## config.mk

```make
export PLATFORM = sky130hd
export DESIGN_NAME = uart_byte_ring_buffers
export DESIGN_NICKNAME = d
export VERILOG_FILES = /design/src/sv/ubrb_pkg.sv /design/src/sv/ubrb_front.sv /design/src/sv/ubrb_back.sv /design/src/sv/uart_byte_ring_buffers.sv
export SDC_FILE = /design/constraint.sdc
export NUM_CORES = 2
export LEC_CHECK = 0
export BUFFER_PORTS_ARGS = -buffer_cell sky130_fd_sc_hd__buf_2
export CAP_MARGIN = 20
export CORE_ASPECT_RATIO = 0.9
export CORE_UTILIZATION = 40
export DETAILED_ROUTE_END_ITERATION = 6
export MAX_ROUTING_LAYER = met4
export SYNTH_ARGS = -nofsm -noshare
export SYNTH_HDL_FRONTEND = slang
export SYNTH_SLANG_ARGS = --single-unit
```

## constraint.sdc

```tcl
create_clock -name i_clk -period 13.3 [get_ports i_clk]
set_clock_uncertainty 0.2 [all_clocks]
set_input_delay 0 -clock i_clk [delete_from_list [all_inputs] [get_ports i_clk]]
set_output_delay 0 -clock i_clk [all_outputs]
set_load 0.05 [all_outputs]
```

## src/sv/ubrb_pkg.sv

```systemverilog
// ubrb_pkg: shared types, codes and defaults for the UART byte ring buffers.
// Used by ubrb_front, ubrb_back and uart_byte_ring_buffers; no dependencies.

package ubrb_pkg;

    // Default ring depths (any value from 2 to 4096 is supported)
    localparam int RX_DEPTH_DEF = 128;
    localparam int TX_DEPTH_DEF = 128;

    // Depth of the word queue between front and back
    localparam int CQ_DEPTH = 2;

    localparam logic [7:0] CH_LF = 8'h0A;
    localparam logic [7:0] CH_CR = 8'h0D;

    // Command codes as they arrive on the port
    typedef enum logic [1:0] {
        OP_LINE_RX    = 2'd0,
        OP_LINE_READY = 2'd1,
        OP_HOST_WR    = 2'd2,
        OP_HOST_RD    = 2'd3
    } t_op;

    // out_kind codes
    localparam logic [1:0] KIND_NONE = 2'd0;
    localparam logic [1:0] KIND_LINE = 2'd1;
    localparam logic [1:0] KIND_HOST = 2'd2;

    // status codes
    localparam logic [1:0] ST_OK       = 2'd0;
    localparam logic [1:0] ST_RX_OVF   = 2'd1;
    localparam logic [1:0] ST_TX_FULL  = 2'd2;
    localparam logic [1:0] ST_RX_EMPTY = 2'd3;

    typedef struct packed {
        logic [1:0] command;
        logic [7:0] data_byte;
    } t_cmd_word;

    typedef struct packed {
        logic [7:0] out_byte;
        logic [1:0] out_kind;
        logic [1:0] status;
        logic       tx_empty;
        logic       tx_irq_enabled;
    } t_result;

    // Classified word as held in the queue
    typedef struct packed {
        t_op        op;
        logic       is_lf;
        logic [7:0] data_byte;
    } t_q_entry;

    // Queue head as seen by the back end
    typedef struct packed {
        logic     valid;
        t_q_entry entry;
    } t_q_head;

endpackage

```

## src/sv/ubrb_front.sv

```systemverilog
// ubrb_front: accepts command words, classifies them and queues them.
// Depends on ubrb_pkg.

module ubrb_front (
    input  logic                i_clk,
    input  logic                i_rst_n,
    input  logic                start,
    output logic                busy,
    input  ubrb_pkg::t_cmd_word i_cmd,
    input  logic                i_pop,
    output ubrb_pkg::t_q_head   o_head
);

    localparam int QAW = (ubrb_pkg::CQ_DEPTH > 1) ? $clog2(ubrb_pkg::CQ_DEPTH) : 1;
    localparam int QCW = $clog2(ubrb_pkg::CQ_DEPTH + 1);

    ubrb_pkg::t_q_entry r_q [ubrb_pkg::CQ_DEPTH];
    logic [QAW-1:0]     r_wr, n_wr;
    logic [QAW-1:0]     r_rd, n_rd;
    logic [QCW-1:0]     r_count, n_count;
    ubrb_pkg::t_q_entry new_entry;
    logic               push;
    logic               pop;

    assign busy = (r_count == QCW'(ubrb_pkg::CQ_DEPTH));
    assign push = start && !busy;
    assign pop  = i_pop && (r_count != '0);

    always_comb begin
        new_entry.data_byte = i_cmd.data_byte;
        new_entry.is_lf     = (i_cmd.data_byte == ubrb_pkg::CH_LF);
        new_entry.op        = ubrb_pkg::t_op'(i_cmd.command);
    end

    always_comb begin
        n_wr    = r_wr;
        n_rd    = r_rd;
        n_count = r_count;
        if (push) begin
            n_wr = (r_wr == QAW'(ubrb_pkg::CQ_DEPTH - 1)) ? '0 : r_wr + 1'b1;
        end
        if (pop) begin
            n_rd = (r_rd == QAW'(ubrb_pkg::CQ_DEPTH - 1)) ? '0 : r_rd + 1'b1;
        end
        if (push && !pop) begin
            n_count = r_count + 1'b1;
        end else if (pop && !push) begin
            n_count = r_count - 1'b1;
        end
    end

    always_ff @(posedge i_clk) begin
        if (!i_rst_n) begin
            r_wr    <= '0;
            r_rd    <= '0;
            r_count <= '0;
        end else begin
            r_wr    <= n_wr;
            r_rd    <= n_rd;
            r_count <= n_count;
        end
    end

    always_ff @(posedge i_clk) begin
        if (push) begin
            r_q[r_wr] <= new_entry;
        end
    end

    assign o_head.valid = (r_count != '0);
    assign o_head.entry = r_q[r_rd];

endmodule

```

## src/sv/ubrb_back.sv

```systemverilog
// ubrb_back: executes queued words against the receive and transmit rings.
// Holds both byte stores, all ring pointers and the irq flag. Depends on ubrb_pkg.

module ubrb_back #(
    parameter int RX_DEPTH = ubrb_pkg::RX_DEPTH_DEF,
    parameter int TX_DEPTH = ubrb_pkg::TX_DEPTH_DEF
) (
    input  logic              i_clk,
    input  logic              i_rst_n,
    input  ubrb_pkg::t_q_head i_head,
    output logic              o_pop,
    output logic              o_done,
    output ubrb_pkg::t_result o_result
);

    localparam int RPW = $clog2(2 * RX_DEPTH);
    localparam int RAW = $clog2(RX_DEPTH);
    localparam int TPW = $clog2(2 * TX_DEPTH);
    localparam int TAW = $clog2(TX_DEPTH);
    localparam logic [RPW:0] RX_TWO_D = (RPW + 1)'(2 * RX_DEPTH);
    localparam logic [TPW:0] TX_TWO_D = (TPW + 1)'(2 * TX_DEPTH);

    typedef enum logic [3:0] {
        S_IDLE = 4'b0001,
        S_LF   = 4'b0010,
        S_TXRD = 4'b0100,
        S_RXRD = 4'b1000
    } t_state;

    t_state r_state, n_state;

    logic [RPW-1:0] r_rx_wp, n_rx_wp, r_rx_rp, n_rx_rp;
    logic [TPW-1:0] r_tx_wp, n_tx_wp, r_tx_rp, n_tx_rp;
    logic           r_irq, n_irq;
    logic           r_done, n_done;
    ubrb_pkg::t_result r_result, n_result;

    logic [7:0] r_rx_mem [RX_DEPTH];
    logic [7:0] r_tx_mem [TX_DEPTH];
    logic [7:0] r_rx_rdata, r_tx_rdata;

    logic           rx_we, rx_re, tx_we, tx_re;
    logic [7:0]     tx_wdata;
    logic [RAW-1:0] rx_wslot, rx_rslot;
    logic [TAW-1:0] tx_wslot, tx_rslot;
    logic [RPW-1:0] rx_wp_nxt, rx_rp_nxt, rx_fill;
    logic [TPW-1:0] tx_wp_nxt, tx_rp_nxt, tx_fill;
    logic           rx_full, rx_empty, tx_empty_now, tx_no_room;

    // Pointer arithmetic: pointers run modulo twice the depth
    assign rx_wslot = (r_rx_wp >= RPW'(RX_DEPTH)) ? RAW'(r_rx_wp - RPW'(RX_DEPTH))
                                                   : RAW'(r_rx_wp);
    assign rx_rslot = (r_rx_rp >= RPW'(RX_DEPTH)) ? RAW'(r_rx_rp - RPW'(RX_DEPTH))
                                                   : RAW'(r_rx_rp);
    assign tx_wslot = (r_tx_wp >= TPW'(TX_DEPTH)) ? TAW'(r_tx_wp - TPW'(TX_DEPTH))
                                                   : TAW'(r_tx_wp);
    assign tx_rslot = (r_tx_rp >= TPW'(TX_DEPTH)) ? TAW'(r_tx_rp - TPW'(TX_DEPTH))
                                                   : TAW'(r_tx_rp);

    assign rx_wp_nxt = (r_rx_wp == RPW'(2 * RX_DEPTH - 1)) ? '0 : r_rx_wp + 1'b1;
    assign rx_rp_nxt = (r_rx_rp == RPW'(2 * RX_DEPTH - 1)) ? '0 : r_rx_rp + 1'b1;
    assign tx_wp_nxt = (r_tx_wp == TPW'(2 * TX_DEPTH - 1)) ? '0 : r_tx_wp + 1'b1;
    assign tx_rp_nxt = (r_tx_rp == TPW'(2 * TX_DEPTH - 1)) ? '0 : r_tx_rp + 1'b1;

    assign rx_fill = (r_rx_wp >= r_rx_rp) ? (r_rx_wp - r_rx_rp)
                   : RPW'({1'b0, r_rx_wp} + RX_TWO_D - {1'b0, r_rx_rp});
    assign tx_fill = (r_tx_wp >= r_tx_rp) ? (r_tx_wp - r_tx_rp)
                   : TPW'({1'b0, r_tx_wp} + TX_TWO_D - {1'b0, r_tx_rp});

    assign rx_full      = (rx_fill == RPW'(RX_DEPTH));
    assign rx_empty     = (r_rx_wp == r_rx_rp);
    assign tx_empty_now = (r_tx_wp == r_tx_rp);
    // newline goes in as CR LF and needs two free slots
    assign tx_no_room   = i_head.entry.is_lf ? (tx_fill > TPW'(TX_DEPTH - 2))
                                             : (tx_fill == TPW'(TX_DEPTH));

    always_comb begin
        n_state  = r_state;
        n_rx_wp  = r_rx_wp;
        n_rx_rp  = r_rx_rp;
        n_tx_wp  = r_tx_wp;
        n_tx_rp  = r_tx_rp;
        n_irq    = r_irq;
        n_done   = 1'b0;
        o_pop    = 1'b0;
        rx_we    = 1'b0;
        rx_re    = 1'b0;
        tx_we    = 1'b0;
        tx_re    = 1'b0;
        tx_wdata = i_head.entry.data_byte;
        n_result.out_byte = 8'd0;
        n_result.out_kind = ubrb_pkg::KIND_NONE;
        n_result.status   = ubrb_pkg::ST_OK;
        unique case (r_state)
            S_IDLE: begin
                if (i_head.valid) begin
                    o_pop = 1'b1;
                    unique case (i_head.entry.op)
                        ubrb_pkg::OP_LINE_RX: begin
                            n_done = 1'b1;
                            if (!rx_full) begin
                                rx_we   = 1'b1;
                                n_rx_wp = rx_wp_nxt;
                            end else begin
                                n_result.status = ubrb_pkg::ST_RX_OVF;
                            end
                        end
                        ubrb_pkg::OP_LINE_READY: begin
                            if (tx_empty_now) begin
                                n_irq  = 1'b0;
                                n_done = 1'b1;
                            end else begin
                                tx_re   = 1'b1;
                                n_tx_rp = tx_rp_nxt;
                                n_state = S_TXRD;
                            end
                        end
                        ubrb_pkg::OP_HOST_WR: begin
                            if (tx_no_room) begin
                                n_result.status = ubrb_pkg::ST_TX_FULL;
                                n_done = 1'b1;
                            end else if (i_head.entry.is_lf) begin
                                tx_we    = 1'b1;
                                tx_wdata = ubrb_pkg::CH_CR;
                                n_tx_wp  = tx_wp_nxt;
                                n_state  = S_LF;
                            end else begin
                                tx_we   = 1'b1;
                                n_tx_wp = tx_wp_nxt;
                                n_irq   = 1'b1;
                                n_done  = 1'b1;
                            end
                        end
                        default: begin
                            if (rx_empty) begin
                                n_result.status = ubrb_pkg::ST_RX_EMPTY;
                                n_done = 1'b1;
                            end else begin
                                rx_re   = 1'b1;
                                n_rx_rp = rx_rp_nxt;
                                n_state = S_RXRD;
                            end
                        end
                    endcase
                end
            end
            S_LF: begin
                tx_we    = 1'b1;
                tx_wdata = ubrb_pkg::CH_LF;
                n_tx_wp  = tx_wp_nxt;
                n_irq    = 1'b1;
                n_done   = 1'b1;
                n_state  = S_IDLE;
            end
            S_TXRD: begin
                n_result.out_byte = r_tx_rdata;
                n_result.out_kind = ubrb_pkg::KIND_LINE;
                n_done  = 1'b1;
                n_state = S_IDLE;
            end
            S_RXRD: begin
                n_result.out_byte = r_rx_rdata;
                n_result.out_kind = ubrb_pkg::KIND_HOST;
                n_done  = 1'b1;
                n_state = S_IDLE;
            end
            default: begin
                n_state = S_IDLE;
            end
        endcase
        n_result.tx_empty       = (n_tx_wp == n_tx_rp);
        n_result.tx_irq_enabled = n_irq;
    end

    always_ff @(posedge i_clk) begin
        if (!i_rst_n) begin
            r_state <= S_IDLE;
            r_rx_wp <= '0;
            r_rx_rp <= '0;
            r_tx_wp <= '0;
            r_tx_rp <= '0;
            r_irq   <= 1'b0;
            r_done  <= 1'b0;
        end else begin
            r_state <= n_state;
            r_rx_wp <= n_rx_wp;
            r_rx_rp <= n_rx_rp;
            r_tx_wp <= n_tx_wp;
            r_tx_rp <= n_tx_rp;
            r_irq   <= n_irq;
            r_done  <= n_done;
        end
    end

    always_ff @(posedge i_clk) begin
        r_result <= n_result;
    end

    // Byte stores: one write and one registered read each
    always_ff @(posedge i_clk) begin
        if (rx_we) begin
            r_rx_mem[rx_wslot] <= i_head.entry.data_byte;
        end
        if (rx_re) begin
            r_rx_rdata <= r_rx_mem[rx_rslot];
        end
    end

    always_ff @(posedge i_clk) begin
        if (tx_we) begin
            r_tx_mem[tx_wslot] <= tx_wdata;
        end
        if (tx_re) begin
            r_tx_rdata <= r_tx_mem[tx_rslot];
        end
    end

    assign o_done   = r_done;
    assign o_result = r_result;

    a_rx_fill_bound: assert property (@(posedge i_clk) disable iff (!i_rst_n)
        rx_fill <= RPW'(RX_DEPTH))
        else $error("rx ring fill level above depth");

    a_tx_fill_bound: assert property (@(posedge i_clk) disable iff (!i_rst_n)
        tx_fill <= TPW'(TX_DEPTH))
        else $error("tx ring fill level above depth");

    a_lf_completes: assert property (@(posedge i_clk) disable iff (!i_rst_n)
        (r_state == S_LF) |=> (o_done && o_result.tx_irq_enabled
                               && !o_result.tx_empty))
        else $error("newline write did not finish with a result");

    a_no_byte_zero: assert property (@(posedge i_clk) disable iff (!i_rst_n)
        (o_done && (o_result.out_kind == ubrb_pkg::KIND_NONE))
            |-> (o_result.out_byte == 8'd0))
        else $error("byte reported without a byte kind");

    a_pop_idle_only: assert property (@(posedge i_clk) disable iff (!i_rst_n)
        o_pop |-> (r_state == S_IDLE) && i_head.valid)
        else $error("queue popped outside idle state");

endmodule

```

## src/sv/uart_byte_ring_buffers.sv

```systemverilog
// uart_byte_ring_buffers: top level of the UART receive/transmit byte rings.
// Instantiates ubrb_front (word queue) and ubrb_back (rings); uses ubrb_pkg.
//
//  Channel   Ports                       Handshake
//  -------   -------------------------   --------------------------------------
//  command   start, i_cmd, busy          word taken when start && !busy
//  result    o_done, o_result            one-cycle strobe, receiver never stalls
//
// Flow: an accepted word sits in a two-word queue; the back end pops it when
// idle, and its result strobe is registered. Line bytes, plain host writes,
// rejected writes and empty-ring cases finish from idle; host reads and line
// sends pass through a read state (registered read port of the byte store);
// a newline write passes through S_LF (CR and LF share one store write port).
// Reset: synchronous, clears pointers, irq flag, queue and strobe; the byte
// stores are not cleared and only ever read after a write.
// Stalls: busy is high while the queue holds two words.

module uart_byte_ring_buffers #(
    parameter int RX_DEPTH = ubrb_pkg::RX_DEPTH_DEF,
    parameter int TX_DEPTH = ubrb_pkg::TX_DEPTH_DEF
) (
    input  logic                i_clk,
    input  logic                i_rst_n,
    input  logic                start,
    output logic                busy,
    input  ubrb_pkg::t_cmd_word i_cmd,
    output logic                o_done,
    output ubrb_pkg::t_result   o_result
);

    ubrb_pkg::t_q_head q_head;   // oldest queued word, valid when queue not empty
    logic              q_pop;    // back end takes the head word

    ubrb_front u_front (
        .i_clk   (i_clk),
        .i_rst_n (i_rst_n),
        .start   (start),
        .busy    (busy),
        .i_cmd   (i_cmd),
        .i_pop   (q_pop),
        .o_head  (q_head)
    );

    ubrb_back #(
        .RX_DEPTH (RX_DEPTH),
        .TX_DEPTH (TX_DEPTH)
    ) u_back (
        .i_clk    (i_clk),
        .i_rst_n  (i_rst_n),
        .i_head   (q_head),
        .o_pop    (q_pop),
        .o_done   (o_done),
        .o_result (o_result)
    );

endmodule
```

==> results_dict.tcl <==
set metrics [dict create \
    multiInputGateArea_um2 19300 \
    async_flop_share_pct 0 \
    seq_area_frac_synth_pct 76.1 \
    status "finished clean" \
    nets 3935 \
    synth-xor-area-share_pct 0.426 \
    syn_inst 3765 \
    placed_cell_area_um2 87200 \
    io_buffers 28 \
    pre_cts_ws_ps 7260 \
    worst-path-max-fanout 88 \
    root_buffer "clkbuf_16" \
    finalWorstSetupSlack_ps 7300 \
    finalHoldViolations 0 \
    yosys_most_used_dff "edfxtp_1" \
    synth-compound-area-share_pct 0.841 \
    grt_remaining_overflow 0 \
    yosys.area_share.adder_pct 0.436 \
    crit_type "reg -> reg" \
    fp.dieArea_um2 211000 \
    slew_viol_final 0 \
    ctsResizeCount 0 \
    wl_per_cell_um 28.8 \
    power_mw 15.4 \
    clock_sinks 2143 \
    setup_viol 0 \
    holdCritStartpoint "start" \
    route.vias.total 39100 \
    wirelength_um 196000 \
    worstPathRequired_ps 13550 \
    gp_congestion 0.879 \
    core_um2 208000 \
    netlist.area_leader.share_pct 74.7 \
    start_kind "flip-flop" \
    arrival_ps 6260 \
    drc 0 \
    firstDrtPassIters 5 \
    synth_top_area_cell "edfxtp_1" \
    crit_path_end_kind "flip-flop" \
    ant_nets 0 \
    track_usage_pct 19.2 \
    drt_iter0_drc 4784 \
    cts_hold_buf 24 \
    worst-slew-pin-transition_ps 1110 \
    syn_area_um2 83800 \
    numCtsBuffers 213 \
    layout_commonest_cell "edfxtp_1" \
    post-route-min-period_ps 6000 \
    dp.cells 6391 \
    rsz0062_at_grt "no" \
    vias_per_cell 5.74 \
    clk-insertion-delay-late_ps 860 \
    slew_headroom_pct 26.1 \
    rr_startpoint "u_back.r_tx_rp[0]" \
    grt_pass1_vias 38700 \
    fill_cells 17100 \
    ys_ff_latch 2143 \
    yosysUniqueCellTypes 65 \
    area_growth_pct 12.8 \
    cts_tree "yes" \
    rows 159 \
    synth_top_family_by_area "multiplexers" \
    cts_max_path_buffers 3 \
    die_y_um 436 \
    start_util_pct 40.2 \
    min_period_over_period_pct 45.1 \
    grt_max_degree 118 \
    path_clk_slew_ps 60 \
    postCtsSetupBuffers 0 \
    critPathLaunch "u_back.r_tx_rp[0]" \
    final-seq-area_um2 63800 \
    die_x_um 484 \
    grt_pass1_wl_um 286000 \
    worstPathCellList "ha_1 -> inv_1 -> fa_1 -> a211oi_2 -> nor2_1 -> a211o_1 -> o41a_1 -> o211ai_1 -> o21ai_0 -> buf_4 -> nor2b_4 -> buf_4" \
    antenna_found_initial 29 \
    max_freq_ghz 0.167 \
    powerDensity_nw_per_um2 163 \
    p_leak_nw 28.2 \
    hold_path_class "in -> reg" \
    final_cell_mix "edfxtp_1, mux4_2, nor2_1" \
    synth-edff-count 2086 \
    max_stage_delay_ps 950 \
    fin_util_pct 45.3 \
    peakVddDrop_v 0.000143 \
    final_cells 6822 \
    slowest_stage "dfxtp_4" \
    synth_simple_gate_area_share_pct 2.87 \
    maxCapViolations 0 \
    ys_top_cells_by_area "edfxtp_1, mux4_2, nor2_1, dfxtp_1, clkbuf_1" \
    fin_tns_setup_ps 0 \
    yosys_warnings 0 \
    whs_ps 75.6 \
    drive_above_1_share_pct 26.9 \
    htree_levels 4 \
    syn_nets 3806 \
    boundaryPins 29 \
    synth_mux_area_share_pct 18.3 \
    design_area_um2 94500 \
    dp_hpwl_um 118000 \
    cpMostUsedCell "buf_4" \
    synth.avg_cell_area_um2 22.3 \
]
-- worst max-delay path: cells and delay by family (launching register included) --
family / cells / cell delay, ps
buf+inv: 3 / 1150
fa+ha+maj: 2 / 730
simple gates: 2 / 810
flops: 1 / 950
compound gates: 5 / 1580
-- power by group --
part	switching [mW]	total [mW]	internal, mW
logic	1.07	1.40	0.331
registers	0.0488	8.06	8.01
clock network	2.60	5.96	3.35
total	3.72	15.4	11.7
-- state kept, by name, indices dropped and copies added, names as in the netlist, named ones only --
name and count:
u_back.r_rx_mem 1024, u_front.r_count 2, u_back.r_rx_wp 8, u_front.r_q 22, u_back.r_tx_wp 8, u_front.r_rd 1, u_back.r_state 4, u_back.r_tx_rp 8
u_back.r_tx_rdata 8, u_back.r_rx_rp 8, u_back.o_result 14, u_front.r_wr 1, u_back.o_done 1, u_back.r_irq 1, u_back.r_tx_mem 1024, u_back.r_rx_rdata 8
-- synth_stat cells, types with 4 or more instances --
cell and instances:
nand3b_1 7, a31oi_1 4, nand2b_1 9, o21a_1 4
a211oi_1 9, buf_1 59, nor3_1 11, inv_1 30
xnor2_1 20, nand2_1 84, dfxtp_1 57, nor4_1 5
nor3b_1 4, or3_1 8, xor2_1 13, nand3_1 31
nand4_1 15, nor2b_1 15, nor4b_1 6, o21ai_0 18
a22o_1 8, and3_1 9, nand4b_1 9, buf_2 12
edfxtp_1 2086, mux2i_1 8, mux2_2 8, a21oi_1 20
a21o_1 4, and2_1 7, clkbuf_1 124, ha_1 26
mux4_2 672, inv_2 4, o211ai_1 4, nor2_1 309
-- final timing paths --
kind                                                 to  slack [ps]  cells after the start
worst max-delay path            u_back.r_tx_mem[119][6]        7300                     12
worst max register to register  u_back.r_tx_mem[119][6]        7300                     12
worst min register to register       u_back.o_result[6]         290                      1
worst min-delay path                       u_front.r_wr          80                      5
-- cell families (layout without fill, tap and decap cells) --
kind of cell	after synthesis	count (layout)
flip-flops	2143	2143
other	0	4
buffers and inverters	231	547
AO/OA/AOI/OAI	101	101
AND/OR/NAND/NOR	538	538
adder cells (fa/ha/maj)	28	28
multiplexers	688	688
XOR/XNOR	36	36
-- per-layer routing --
metal	vias up	routed length [µm]	GRT usage (%)	part of all wire, %
met2	1577	90600	27.7	46
met4	0	4040	4.48	2.1
met1	21200	87400	28.3	44
li1	16100	-	-	-
met5	-	0	-	0
met3	281	14400	3.57	7.4
-- final cells by class --
class	count	area share, %
diodes	4	0.0106
repair buffers	109	0.903
well taps	2737	3.62
multi-input cells	1391	20.4
flip-flops and latches	2143	67.5
clock buffers	266	5.88
inverters	36	0.151
clock inverters	136	1.49
Power figures use the tool's default switching activity.
